`config.mk`:
```
export PLATFORM = sky130hd
export DESIGN_NAME = linear_ramp_generator_core_flat
export DESIGN_NICKNAME = d
export VERILOG_FILES = /design/src/rtl/lrg_pkg.sv /design/src/rtl/lrg_if.sv /design/src/rtl/linear_ramp_generator_core.sv /design/src/flat_wrapper.sv
export SDC_FILE = /design/constraint.sdc
export NUM_CORES = 1
export LEC_CHECK = 0
export ABC_CLOCK_PERIOD_IN_PS = 5900
export BUFFER_PORTS_ARGS = -buffer_cell sky130_fd_sc_hd__buf_4
export CAP_MARGIN = 10
export CORE_ASPECT_RATIO = 0.6
export CORE_UTILIZATION = 42
export CTS_CLUSTER_DIAMETER = 150
export DETAILED_ROUTE_END_ITERATION = 8
export PLACE_DENSITY = 0.58
export SYNTH_ARGS = -nofsm -noshare
export SYNTH_HDL_FRONTEND = slang
export SYNTH_SLANG_ARGS = --single-unit
```
`constraint.sdc`:
```
create_clock -name clk -period 5.9 [get_ports clk]
set_clock_uncertainty 0.15 [all_clocks]
set_input_delay 0.295 -clock clk [delete_from_list [all_inputs] [get_ports clk]]
set_output_delay 0.295 -clock clk [all_outputs]
set_load 0.02 [all_outputs]
```
`src/rtl/lrg_pkg.sv`:
```
// Shared types, widths and codes of the linear ramp generator.
// No dependencies; every other file of the block imports this package.

package lrg_pkg;

  // Field and register widths
  localparam int VALUE_BITS  = 32;
  localparam int LENGTH_BITS = 24;
  localparam int FRAC_BITS   = 16;
  localparam int ACC_BITS    = VALUE_BITS + FRAC_BITS;  // Q32.16 level and step
  localparam int VSIZE_BITS  = 13;
  localparam int PROD_BITS   = ACC_BITS + VSIZE_BITS;   // step times vector size
  localparam int SUM_BITS    = PROD_BITS + 1;           // level plus increment
  localparam int CNT_BITS    = $clog2(ACC_BITS);
  localparam int APB_DATA_BITS = 32;
  localparam int APB_ADDR_BITS = 3;

  // Operation codes
  localparam logic [2:0] OP_TICK       = 3'd0;
  localparam logic [2:0] OP_LOAD_DEST  = 3'd1;
  localparam logic [2:0] OP_START      = 3'd2;
  localparam logic [2:0] OP_LOAD_LEVEL = 3'd3;
  localparam logic [2:0] OP_STOP       = 3'd4;

  // Register indexes, taken from paddr bit 2
  localparam logic REG_VECTOR_MODE = 1'b0;
  localparam logic REG_VECTOR_SIZE = 1'b1;

  localparam logic             VMODE_RESET = 1'b1;
  localparam logic [VSIZE_BITS-1:0] VSIZE_RESET = VSIZE_BITS'(64);

  typedef enum logic [2:0] {
    ST_IDLE,
    ST_MUL,
    ST_CLAMP,
    ST_PREP,
    ST_DIV,
    ST_STEP,
    ST_RESULT
  } ctl_state_t;

endpackage

```
`src/rtl/lrg_if.sv`:
```
// Valid/ready channel interfaces for event words in and level words out.
// Depends on lrg_pkg for the field widths.

interface lrg_in_if import lrg_pkg::*; ();
  logic                          valid;
  logic                          ready;
  logic [2:0]                    op;
  logic signed [VALUE_BITS-1:0]  value;
  logic [LENGTH_BITS-1:0]        ramp_length;

  modport source (output valid, op, value, ramp_length, input ready);
  modport sink   (input valid, op, value, ramp_length, output ready);
endinterface

interface lrg_out_if import lrg_pkg::*; ();
  logic                          valid;
  logic                          ready;
  logic signed [VALUE_BITS-1:0]  level;
  logic                          ramping;

  modport source (output valid, level, ramping, input ready);
  modport sink   (input valid, level, ramping, output ready);
endinterface

```
`src/rtl/linear_ramp_generator_core.sv`:
```
// Linear ramp generator with clamp at the destination: top level.
// Depends on lrg_pkg and the channel interfaces in lrg_if.sv.
//
//   channel   direction  handshake          word
//   in_if     sink       valid/ready        op, value, ramp_length
//   out_if    source     valid/ready        level, ramping
//   cfg_*     slave      APB, pready high   vector_mode @0x0, vector_size @0x4
//
// One event word is taken at a time; each one yields exactly one level word.
// Path from acceptance to the output register: loads, stop, unused codes, a zero-length
// start and a tick with no active step go straight to the result state; a tick with a
// step runs the shift-add multiplier over the 13 vector-size bits, then clamps; a start
// runs prep, the restoring divider (one quotient bit per cycle, 48 bits), then step.
// in_if.ready is high only while idle; a word waiting in the output register does not
// block acceptance, the next result simply holds in its final state until the slot frees.
// rst_n is synchronous: level, step, destination and direction clear, the registers
// return to vector mode with a vector size of 64.

module linear_ramp_generator_core
  import lrg_pkg::*;
(
  input  logic                     clk,
  input  logic                     rst_n,
  lrg_in_if.sink                   in_if,
  lrg_out_if.source                out_if,
  input  logic                     cfg_psel,
  input  logic                     cfg_penable,
  input  logic                     cfg_pwrite,
  input  logic [APB_ADDR_BITS-1:0] cfg_paddr,
  input  logic [APB_DATA_BITS-1:0] cfg_pwdata,
  output logic [APB_DATA_BITS-1:0] cfg_prdata,
  output logic                     cfg_pready
);

  // Architectural state
  logic signed [ACC_BITS-1:0]   level_r;
  logic signed [ACC_BITS-1:0]   step_r;
  logic signed [VALUE_BITS-1:0] target_r;
  logic                         falling_r;
  logic                         vmode_r;
  logic [VSIZE_BITS-1:0]        vsize_r;

  // Sequencer
  ctl_state_t state_r, state_nxt;
  logic [CNT_BITS-1:0] cnt_r;

  // Multiplier and divider working registers
  logic signed [PROD_BITS-1:0]  prod_r;
  logic [VSIZE_BITS-1:0]        mlt_r;
  logic signed [ACC_BITS:0]     diff_r;
  logic [ACC_BITS-1:0]          mag_r;
  logic [LENGTH_BITS-1:0]       rem_r;
  logic [LENGTH_BITS-1:0]       len_r;
  logic                         neg_r;
  logic                         nz_r;

  // Output register
  logic                         out_valid_r;
  logic signed [VALUE_BITS-1:0] out_level_r;
  logic                         out_ramping_r;

  logic accept;
  logic in_ready;
  logic out_load;
  logic cfg_write;

  logic signed [ACC_BITS-1:0]   dest_acc;
  logic signed [PROD_BITS-1:0]  step_ext;
  logic signed [PROD_BITS-1:0]  prod_nxt;
  logic signed [SUM_BITS-1:0]   next_sum;
  logic signed [SUM_BITS-1:0]   dest_sum;
  logic                         hit;
  logic [LENGTH_BITS:0]         trial;
  logic [LENGTH_BITS:0]         trial_sub;
  logic                         trial_ge;
  logic [ACC_BITS:0]            diff_abs;
  logic [ACC_BITS-1:0]          q_step;

  assign dest_acc = {target_r, {FRAC_BITS{1'b0}}};
  assign accept   = in_if.valid & in_ready;

  // ---------------------------------------------------------------------------
  // Configuration port: registers written in the access phase, read at any time
  // ---------------------------------------------------------------------------
  assign cfg_pready = 1'b1;
  assign cfg_write  = cfg_psel & cfg_penable & cfg_pwrite & cfg_pready;

  always_comb begin
    case (cfg_paddr[2])
      REG_VECTOR_MODE: cfg_prdata = APB_DATA_BITS'(vmode_r);
      REG_VECTOR_SIZE: cfg_prdata = APB_DATA_BITS'(vsize_r);
      default:         cfg_prdata = '0;
    endcase
  end

  always_ff @(posedge clk) begin
    if (!rst_n) begin
      vmode_r <= VMODE_RESET;
      vsize_r <= VSIZE_RESET;
    end else if (cfg_write) begin
      case (cfg_paddr[2])
        REG_VECTOR_MODE: vmode_r <= cfg_pwdata[0];
        REG_VECTOR_SIZE: vsize_r <= cfg_pwdata[VSIZE_BITS-1:0];
        default: ;
      endcase
    end
  end

  // ---------------------------------------------------------------------------
  // Sequencer: next state
  // ---------------------------------------------------------------------------
  always_comb begin
    state_nxt = state_r;
    case (state_r)
      ST_IDLE: begin
        if (accept) begin
          case (in_if.op)
            OP_TICK:  state_nxt = (step_r != '0) ? ST_MUL : ST_RESULT;
            OP_START: state_nxt = (in_if.ramp_length == '0) ? ST_RESULT : ST_PREP;
            default:  state_nxt = ST_RESULT;
          endcase
        end
      end
      ST_MUL:    if (cnt_r == '0) state_nxt = ST_CLAMP;
      ST_CLAMP:  state_nxt = ST_RESULT;
      ST_PREP:   state_nxt = ST_DIV;
      ST_DIV:    if (cnt_r == '0) state_nxt = ST_STEP;
      ST_STEP:   state_nxt = ST_RESULT;
      ST_RESULT: if (out_load) state_nxt = ST_IDLE;
      default:   state_nxt = ST_IDLE;
    endcase
  end

  // Sequencer: outputs
  always_comb begin
    in_ready = 1'b0;
    out_load = 1'b0;
    case (state_r)
      ST_IDLE:   in_ready = 1'b1;
      ST_RESULT: out_load = ~out_valid_r | out_if.ready;
      default: ;
    endcase
  end

  always_ff @(posedge clk) begin
    if (!rst_n) state_r <= ST_IDLE;
    else        state_r <= state_nxt;
  end

  // ---------------------------------------------------------------------------
  // Datapath helpers
  // ---------------------------------------------------------------------------
  // Shift-add, most significant multiplier bit first
  assign step_ext = PROD_BITS'(step_r);
  assign prod_nxt = (prod_r <<< 1) + (mlt_r[VSIZE_BITS-1] ? step_ext : '0);

  // Clamp test against the destination in the ramp's direction
  assign next_sum = SUM_BITS'(level_r) + SUM_BITS'(prod_r);
  assign dest_sum = SUM_BITS'(dest_acc);
  assign hit      = falling_r ? (next_sum <= dest_sum) : (next_sum >= dest_sum);

  // One restoring division step: remainder is always below the divisor
  assign trial     = {rem_r, mag_r[ACC_BITS-1]};
  assign trial_sub = trial - {1'b0, len_r};
  assign trial_ge  = trial >= {1'b0, len_r};

  // take the sign straight from the distance: neg_r is only loaded alongside
  assign diff_abs = diff_r[ACC_BITS] ? -diff_r : diff_r;

  // Signed step from the quotient magnitude: saturate, and never let a nonzero
  // distance give a zero step
  always_comb begin
    if (mag_r[ACC_BITS-1]) begin
      q_step = neg_r ? {1'b1, {(ACC_BITS-1){1'b0}}} : {1'b0, {(ACC_BITS-1){1'b1}}};
    end else if (mag_r == '0) begin
      if (!nz_r)      q_step = '0;
      else if (neg_r) q_step = '1;
      else            q_step = ACC_BITS'(1);
    end else begin
      q_step = neg_r ? -mag_r : mag_r;
    end
  end

  // ---------------------------------------------------------------------------
  // Architectural state
  // ---------------------------------------------------------------------------
  always_ff @(posedge clk) begin
    if (!rst_n) begin
      level_r   <= '0;
      step_r    <= '0;
      target_r  <= '0;
      falling_r <= 1'b0;
    end else begin
      case (state_r)
        ST_IDLE: begin
          if (accept) begin
            case (in_if.op)
              OP_LOAD_DEST:  target_r <= in_if.value;
              OP_LOAD_LEVEL: level_r  <= {in_if.value, {FRAC_BITS{1'b0}}};
              OP_STOP:       step_r   <= '0;
              OP_START: begin
                // zero length jumps straight to the destination
                if (in_if.ramp_length == '0) begin
                  level_r   <= dest_acc;
                  step_r    <= '0;
                  falling_r <= 1'b0;
                end
              end
              default: ;
            endcase
          end
        end
        ST_CLAMP: begin
          if (hit) begin
            level_r <= dest_acc;
            step_r  <= '0;
          end else begin
            level_r <= next_sum[ACC_BITS-1:0];
          end
        end
        ST_STEP: begin
          step_r    <= q_step;
          falling_r <= neg_r;
        end
        default: ;
      endcase
    end
  end

  // ---------------------------------------------------------------------------
  // Working registers of the multiplier and divider (no reset needed)
  // ---------------------------------------------------------------------------
  always_ff @(posedge clk) begin
    case (state_r)
      ST_IDLE: begin
        if (accept) begin
          // load both units; only the one the state machine enters is used
          mlt_r  <= vmode_r ? vsize_r : VSIZE_BITS'(1);
          prod_r <= '0;
          cnt_r  <= CNT_BITS'(VSIZE_BITS - 1);
          diff_r <= (ACC_BITS+1)'(dest_acc) - (ACC_BITS+1)'(level_r);
          len_r  <= in_if.ramp_length;
        end
      end
      ST_MUL: begin
        prod_r <= prod_nxt;
        mlt_r  <= mlt_r << 1;
        cnt_r  <= cnt_r - 1'b1;
      end
      ST_PREP: begin
        neg_r <= diff_r[ACC_BITS];
        nz_r  <= diff_r != '0;
        rem_r <= '0;
        cnt_r <= CNT_BITS'(ACC_BITS - 1);
      end
      ST_DIV: begin
        rem_r <= trial_ge ? trial_sub[LENGTH_BITS-1:0] : trial[LENGTH_BITS-1:0];
        mag_r <= {mag_r[ACC_BITS-2:0], trial_ge};
        cnt_r <= cnt_r - 1'b1;
      end
      default: ;
    endcase
    // magnitude of the distance enters the dividend shift register
    if (state_r == ST_PREP) mag_r <= diff_abs[ACC_BITS-1:0];
  end

  // ---------------------------------------------------------------------------
  // Output register: hold the word until taken, refill from the result state
  // ---------------------------------------------------------------------------
  always_ff @(posedge clk) begin
    if (!rst_n) begin
      out_valid_r <= 1'b0;
    end else if (out_load) begin
      out_valid_r <= 1'b1;
    end else if (out_if.ready) begin
      out_valid_r <= 1'b0;
    end
  end

  always_ff @(posedge clk) begin
    if (out_load) begin
      out_level_r   <= level_r[ACC_BITS-1:FRAC_BITS];
      out_ramping_r <= step_r != '0;
    end
  end

  assign in_if.ready    = in_ready;
  assign out_if.valid   = out_valid_r;
  assign out_if.level   = out_level_r;
  assign out_if.ramping = out_ramping_r;

endmodule

```
`src/flat_wrapper.sv`:
```
// flat-port wrapper written by rule: the top's interface ports become plain ports
module linear_ramp_generator_core_flat import lrg_pkg::*;
  (clk, rst_n, cfg_psel, cfg_penable, cfg_pwrite, cfg_paddr, cfg_pwdata, cfg_prdata, cfg_pready, in_if_valid, in_if_op, in_if_value, in_if_ramp_length, in_if_ready, out_if_valid, out_if_level, out_if_ramping, out_if_ready);
  lrg_in_if in_if_i ();
  lrg_out_if out_if_i ();
  input  logic clk;
  input  logic rst_n;
  input  logic cfg_psel;
  input  logic cfg_penable;
  input  logic cfg_pwrite;
  input  logic [APB_ADDR_BITS-1:0] cfg_paddr;
  input  logic [APB_DATA_BITS-1:0] cfg_pwdata;
  output logic [APB_DATA_BITS-1:0] cfg_prdata;
  output logic cfg_pready;
  input wire logic [$bits(in_if_i.valid)-1:0] in_if_valid;
  input wire logic [$bits(in_if_i.op)-1:0] in_if_op;
  input wire logic [$bits(in_if_i.value)-1:0] in_if_value;
  input wire logic [$bits(in_if_i.ramp_length)-1:0] in_if_ramp_length;
  output wire logic [$bits(in_if_i.ready)-1:0] in_if_ready;
  output wire logic [$bits(out_if_i.valid)-1:0] out_if_valid;
  output wire logic [$bits(out_if_i.level)-1:0] out_if_level;
  output wire logic [$bits(out_if_i.ramping)-1:0] out_if_ramping;
  input wire logic [$bits(out_if_i.ready)-1:0] out_if_ready;
  assign in_if_i.valid = in_if_valid;
  assign in_if_i.op = in_if_op;
  assign in_if_i.value = in_if_value;
  assign in_if_i.ramp_length = in_if_ramp_length;
  assign in_if_ready = in_if_i.ready;
  assign out_if_valid = out_if_i.valid;
  assign out_if_level = out_if_i.level;
  assign out_if_ramping = out_if_i.ramping;
  assign out_if_i.ready = out_if_ready;
  linear_ramp_generator_core u_core (.clk(clk), .rst_n(rst_n), .in_if(in_if_i), .out_if(out_if_i), .cfg_psel(cfg_psel), .cfg_penable(cfg_penable), .cfg_pwrite(cfg_pwrite), .cfg_paddr(cfg_paddr), .cfg_pwdata(cfg_pwdata), .cfg_prdata(cfg_prdata), .cfg_pready(cfg_pready));
endmodule
```
# Word-level counts from Yosys, hierarchy flattened
# Index checks and enable logic that the tools add are counted.
# totals
regBits,407
# op_classes
n_addsub,7
order_cmp,3
n_eq_ne,20
mux,47
n_bitwise,6
reduce_logical,26
# ops
cell,n
$mux 48,15
$pmux 48 s2,3
$pmux 48 s3,1
$mux 61,2
$pmux 61 s2,1
$neg 48->48,2
$pmux 32 s2,1
$add 48x61->62,1
$ge 62x48->1,1
$le 62x48->1,1
$add 61x61->61,1
$reduce_bool 49->1,1
$sub 48x48->49,1
$logic_not 48->1,1
$pmux 24 s2,1
$reduce_bool 48->1,1
$mux 13,2
$pmux 13 s2,1
$ge 25x24->1,1
$logic_not 24->1,1
$mux 24,1
$sub 24x24->24,1
$mux 3,6
$pmux 3 s6,1
other kinds (25),61

# Longest topological paths before layout
# logic_depth
depth_word,5
depth_mapped,25
ltp_nobuf,23

# Worst setup path before layout
# Ideal clock, no wire load.
# synth_timing
path_type,flip-flop to flip-flop
from,register u_core.prod_r[0]
to,register u_core.level_r[45]
arrival_time_ns,6.209
path_slack_ns,-0.577
path_stages_with_launch,24
n_path_buf,1
period_less_slack_ns,6.477
path_cell_list,edfxtp_1 > ha_1 > fa_1 > a21o_1 > a221o_1 > a311oi_1 > o31ai_1 > o21ai_1 > o41ai_1 > a211oi_1 > o21ai_1 > o21ba_2 > o311ai_1 > ha_1 > nand4_1 > nor4_1 > nand2_1 > or4_1 > or4_1 > or4_4 > a21oi_2 > buf_4 > a21oi_1 > a32o_1
# synth_between
elab_chain_len,5
# synth_rtl
element,line_no,text
from (decl),linear_ramp_generator_core.sv:48,logic signed [PROD_BITS-1:0] prod_r;
from (signal assigned),linear_ramp_generator_core.sv:246,prod_r <= prod_nxt;
$add 48x61->62 *,linear_ramp_generator_core.sv:158,assign next_sum = SUM_BITS'(level_r) + SUM_BITS'(prod_r);
$ge 62x48->1 or $le 62x48->1 (tied branches),linear_ramp_generator_core.sv:160,assign hit = falling_r ? (next_sum <= dest_sum) : (next_sum >= dest_sum);
$mux 1,linear_ramp_generator_core.sv:160,
$mux 48 *,linear_ramp_generator_core.sv:214,if (hit) begin
$pmux 48 s2 *,linear_ramp_generator_core.sv:194,case (state_r)
to (signal assigned),linear_ramp_generator_core.sv:199,"OP_LOAD_LEVEL: level_r <= {in_if.value, {FRAC_BITS{1'b0}}};"
to (signal assigned),linear_ramp_generator_core.sv:215,level_r <= dest_acc;
to (signal assigned),linear_ramp_generator_core.sv:218,level_r <= next_sum[ACC_BITS-1:0];
to (decl),linear_ramp_generator_core.sv:36,logic signed [ACC_BITS-1:0] level_r;
# Every way passes the cells marked *; elsewhere a longest branch is shown, timed or not.
# A chain may end at the register's enable or synchronous reset.

# Final worst setup path
# Same ends and word-level chain as after synthesis.

==> metrics.txt <==
Final GP Congestion=1.005; WS Path Type=reg -> reg; CP dominant cell by count=or4_4; max_slew headroom=13.60%; final setup TNS=-51.21 ns; io pins=169; first-pass GRT wire length=158900 um; Arr. time, crit path=6.97 ns; Clk Latency, worst-skew pair=0.64 ns; initial antenna violation count=4; asr flop ratio synth=0%; VDD IR-drop max=0.2459 mV; layout cell share with drive strength beyond 1=18.06%; static leakage=15.68 nW; Clock Tree Root=clkbuf_16; Power Density=510.3 nW/um^2; Setup crit start kind=flop; Yosys top cell area share=26.81%; Max Slew Vio Count=0; unrepaired setup endpoints after global routing=true; Ys Warns=0; outcome=complete, but fails checks; Via density=5.865; largest net degree at the start of global routing=98; Clock Path Buffers=3; average size of a mapped cell=8.791 sq um; total grt overflow=0; vias in the first global route=25770; Worst Hold Class=in -> reg; Least-Margin Pin Slew=1.292 ns; Tcrit/Tclk final=112.3%; Max Cap Viol=0; Post-synth EDFFs=260; row cnt=74; CTS tree=done; Layout Utilization=53.21%; dpl ws=-0.9996 ns; Placed Cells=4548; Die X=342.0 um; Synth Flop Type=edfxtp_1; # DRC=8; via count=27760; nets=4118; fin crit period=6.625 ns; DP HPWL=79600 um; GRT Total Usage=29.41%; Hold Vio Cnt, Final=0; input/output buffers=127; violated checks=DRC, setup timing; DIE HEIGHT=206.0 um; Area growth, synth to finish=24.84%; leading area contributor after synthesis=edfxtp_1; CP Max Fanout=12; number of fill cells in the layout=6337; family with the most delay on the worst path=compound AO/OA/AOI/OAI gates; distinct cell type count after synthesis=83; register area share after synthesis=36.91%; dominant cells by area after synthesis=edfxtp_1, dfxtp_1, ha_1; Initial Util=42.62%; Critical Path Sink Type=flop; total core area=68330 sq um; die area=70440 sq um; total CTS buffers=43; fmax=150.9 MHz; setup violators final=95; Routed WL per cell=22.18 um; Max H-tree Level=2; Post-Synthesis Cells=3313; final worst setup slack=-0.7254 ns; Routed Antenna Nets=0; Mapped Area=29120 sq um; CP cell instances=ha_2 -> fa_2 -> a21o_1 -> a221o_1 -> a31o_4 -> a311oi_2 -> buf_4 -> o21ai_4 -> a221oi_2 -> o31a_1 -> o31ai_1 -> xor2_1 -> ha_1 -> nand4_1 -> nor4_2 -> nand2_4 -> or4_1 -> or4_4 -> or4_4 -> a21oi_4 -> buf_12 -> a21oi_1 -> a32o_1; Design Power=18.55 mW; Worst Path Buf+Inv=2; slowest cell on the critical path=or4_4; Detailed Routing Iterations Pass 1=8; Crit path largest cell delay=0.57 ns; drt total wl=105000 um; register bit count reported by yosys=407; Iter 0 DRT Violations=3173; Worst-path clk slew=0.07 ns; clk sinks=407; fin cells=4734; CP required=6.24 ns
==> path summary, 6_finish.rpt <==
kind,startpoint,to,slack [ns],cells past startpoint
max,u_core.prod_r[0],u_core.level_r[45],-0.73,23
min,in_if_op[1],u_core.falling_r,0.09,4
max reg2reg,u_core.prod_r[0],u_core.level_r[45],-0.73,23
min reg2reg,u_core.vsize_r[0],u_core.vsize_r[0],0.34,2
==> metrics by stage <==
stage,instance area (sq um),hold WS [ns]
final,36360,0.09118
after global routing,36350,0.07664
after CTS,36060,0.05607
after detailed placement,33360,0.3123
after global placement,33360,0.3070
after floorplan,29310,0.2439
==> repair_timing <==
item / 4_1_cts / 5_1_grt
setup buffers: 15 / 14
gates cloned: 8 / 0
gates resized for setup: 62 / 62
hold buffers: 73 / 0
setup endpoints to repair: 96 / 96
pin swaps: 55 / 48
hold endpoints to repair: 100 / 0
==> placed cells by master (no fill, tap or decap), drive strengths merged, types with 24 or more instances in the layout <==
cell,instances
a21o,126
and2,76
buf,509
o21bai,28
nor4,34
inv,164
and3,25
xor2,147
nand3,93
nor2,176
dfxtp,147
or4,24
a31oi,29
xnor2,108
a21boi,72
nand2,381
ha,228
a21oi,242
edfxtp,260
o211ai,24
o21ai,259
or3,29
a211oi,24
nor3,44
clkbuf,58
or2,26
nor2b,35
nand4,52
o31ai,41
dlygate4sd3,73
==> layout make-up <==
type	count	area, sq um	area share [%]
Tap cell	912	1141	3.139
Clock inverter	22	195.2	0.5369
Timing Repair Buffer	582	4892	13.46
Multi-Input combinational cell	2590	17580	48.37
Sequential cell	407	10750	29.57
Inverter	162	608.1	1.673
Clock buffer	58	1184	3.256
Antenna cell	1	2.502	0.006883
==> worst min-delay path, stage by stage <==
cell and delay, ns:
buf_4 0.17, a31oi_1 0.09, o21ai_0 0.16, a21boi_0 0.09
==> per-layer routing <==
metal / track usage, % / share of wire (%)
met5: 0 / 0
met1: 47.61 / 51
met4: 5.150 / 1.5
met3: 6.475 / 10
met2: 38.75 / 38
==> sequential cells by signal (all words and copies together), names as in the netlist, 3 cells and up <==
| signal | cells |
|---|---|
| u_core.level_r | 48 |
| u_core.out_if.level | 32 |
| u_core.target_r | 32 |
| u_core.diff_r | 49 |
| u_core.mag_r | 48 |
| u_core.rem_r | 24 |
| u_core.step_r | 48 |
| u_core.cnt_r | 6 |
| u_core.prod_r | 61 |
| u_core.state_r | 3 |
| u_core.vsize_r | 13 |
| u_core.mlt_r | 13 |
| u_core.len_r | 24 |
==> synthesized netlist by cell type (all sizes together), types with 34 or more instances <==
master and number:
nor2 176, nand3 93, a21boi 72, edfxtp 260, nand2 381, a21oi 242, dfxtp 147, nand4 52
xor2 147, o31ai 41, nor3 44, o21ai 259, nor4 34, ha 228, buf 40, and2 76
xnor2 108, nor2b 35, clkbuf 132, inv 162, a21o 126
==> power by group <==
part | internal (mW) | switching (mW)
registers | 4.24 | 0.767
clock network | 1.48 | 1.32
logic | 4.44 | 6.30
total | 10.2 | 8.39
==> cells by family (layout without fill, tap and decap cells) <==
kind of cell,after synthesis,after routing,synth area share [%]
buffers and inverters,334,824,4.734
other,2,21,0.02579
flip-flops,407,407,36.91
multiplexers,11,11,0.3824
XOR/XNOR,255,255,7.669
AND/OR/NAND/NOR,1039,1039,17.24
adder cells (fa/ha/maj),231,231,10.00
AO/OA/AOI/OAI,1034,1034,23.04
No activity file was read; power rests on OpenSTA's default activity.
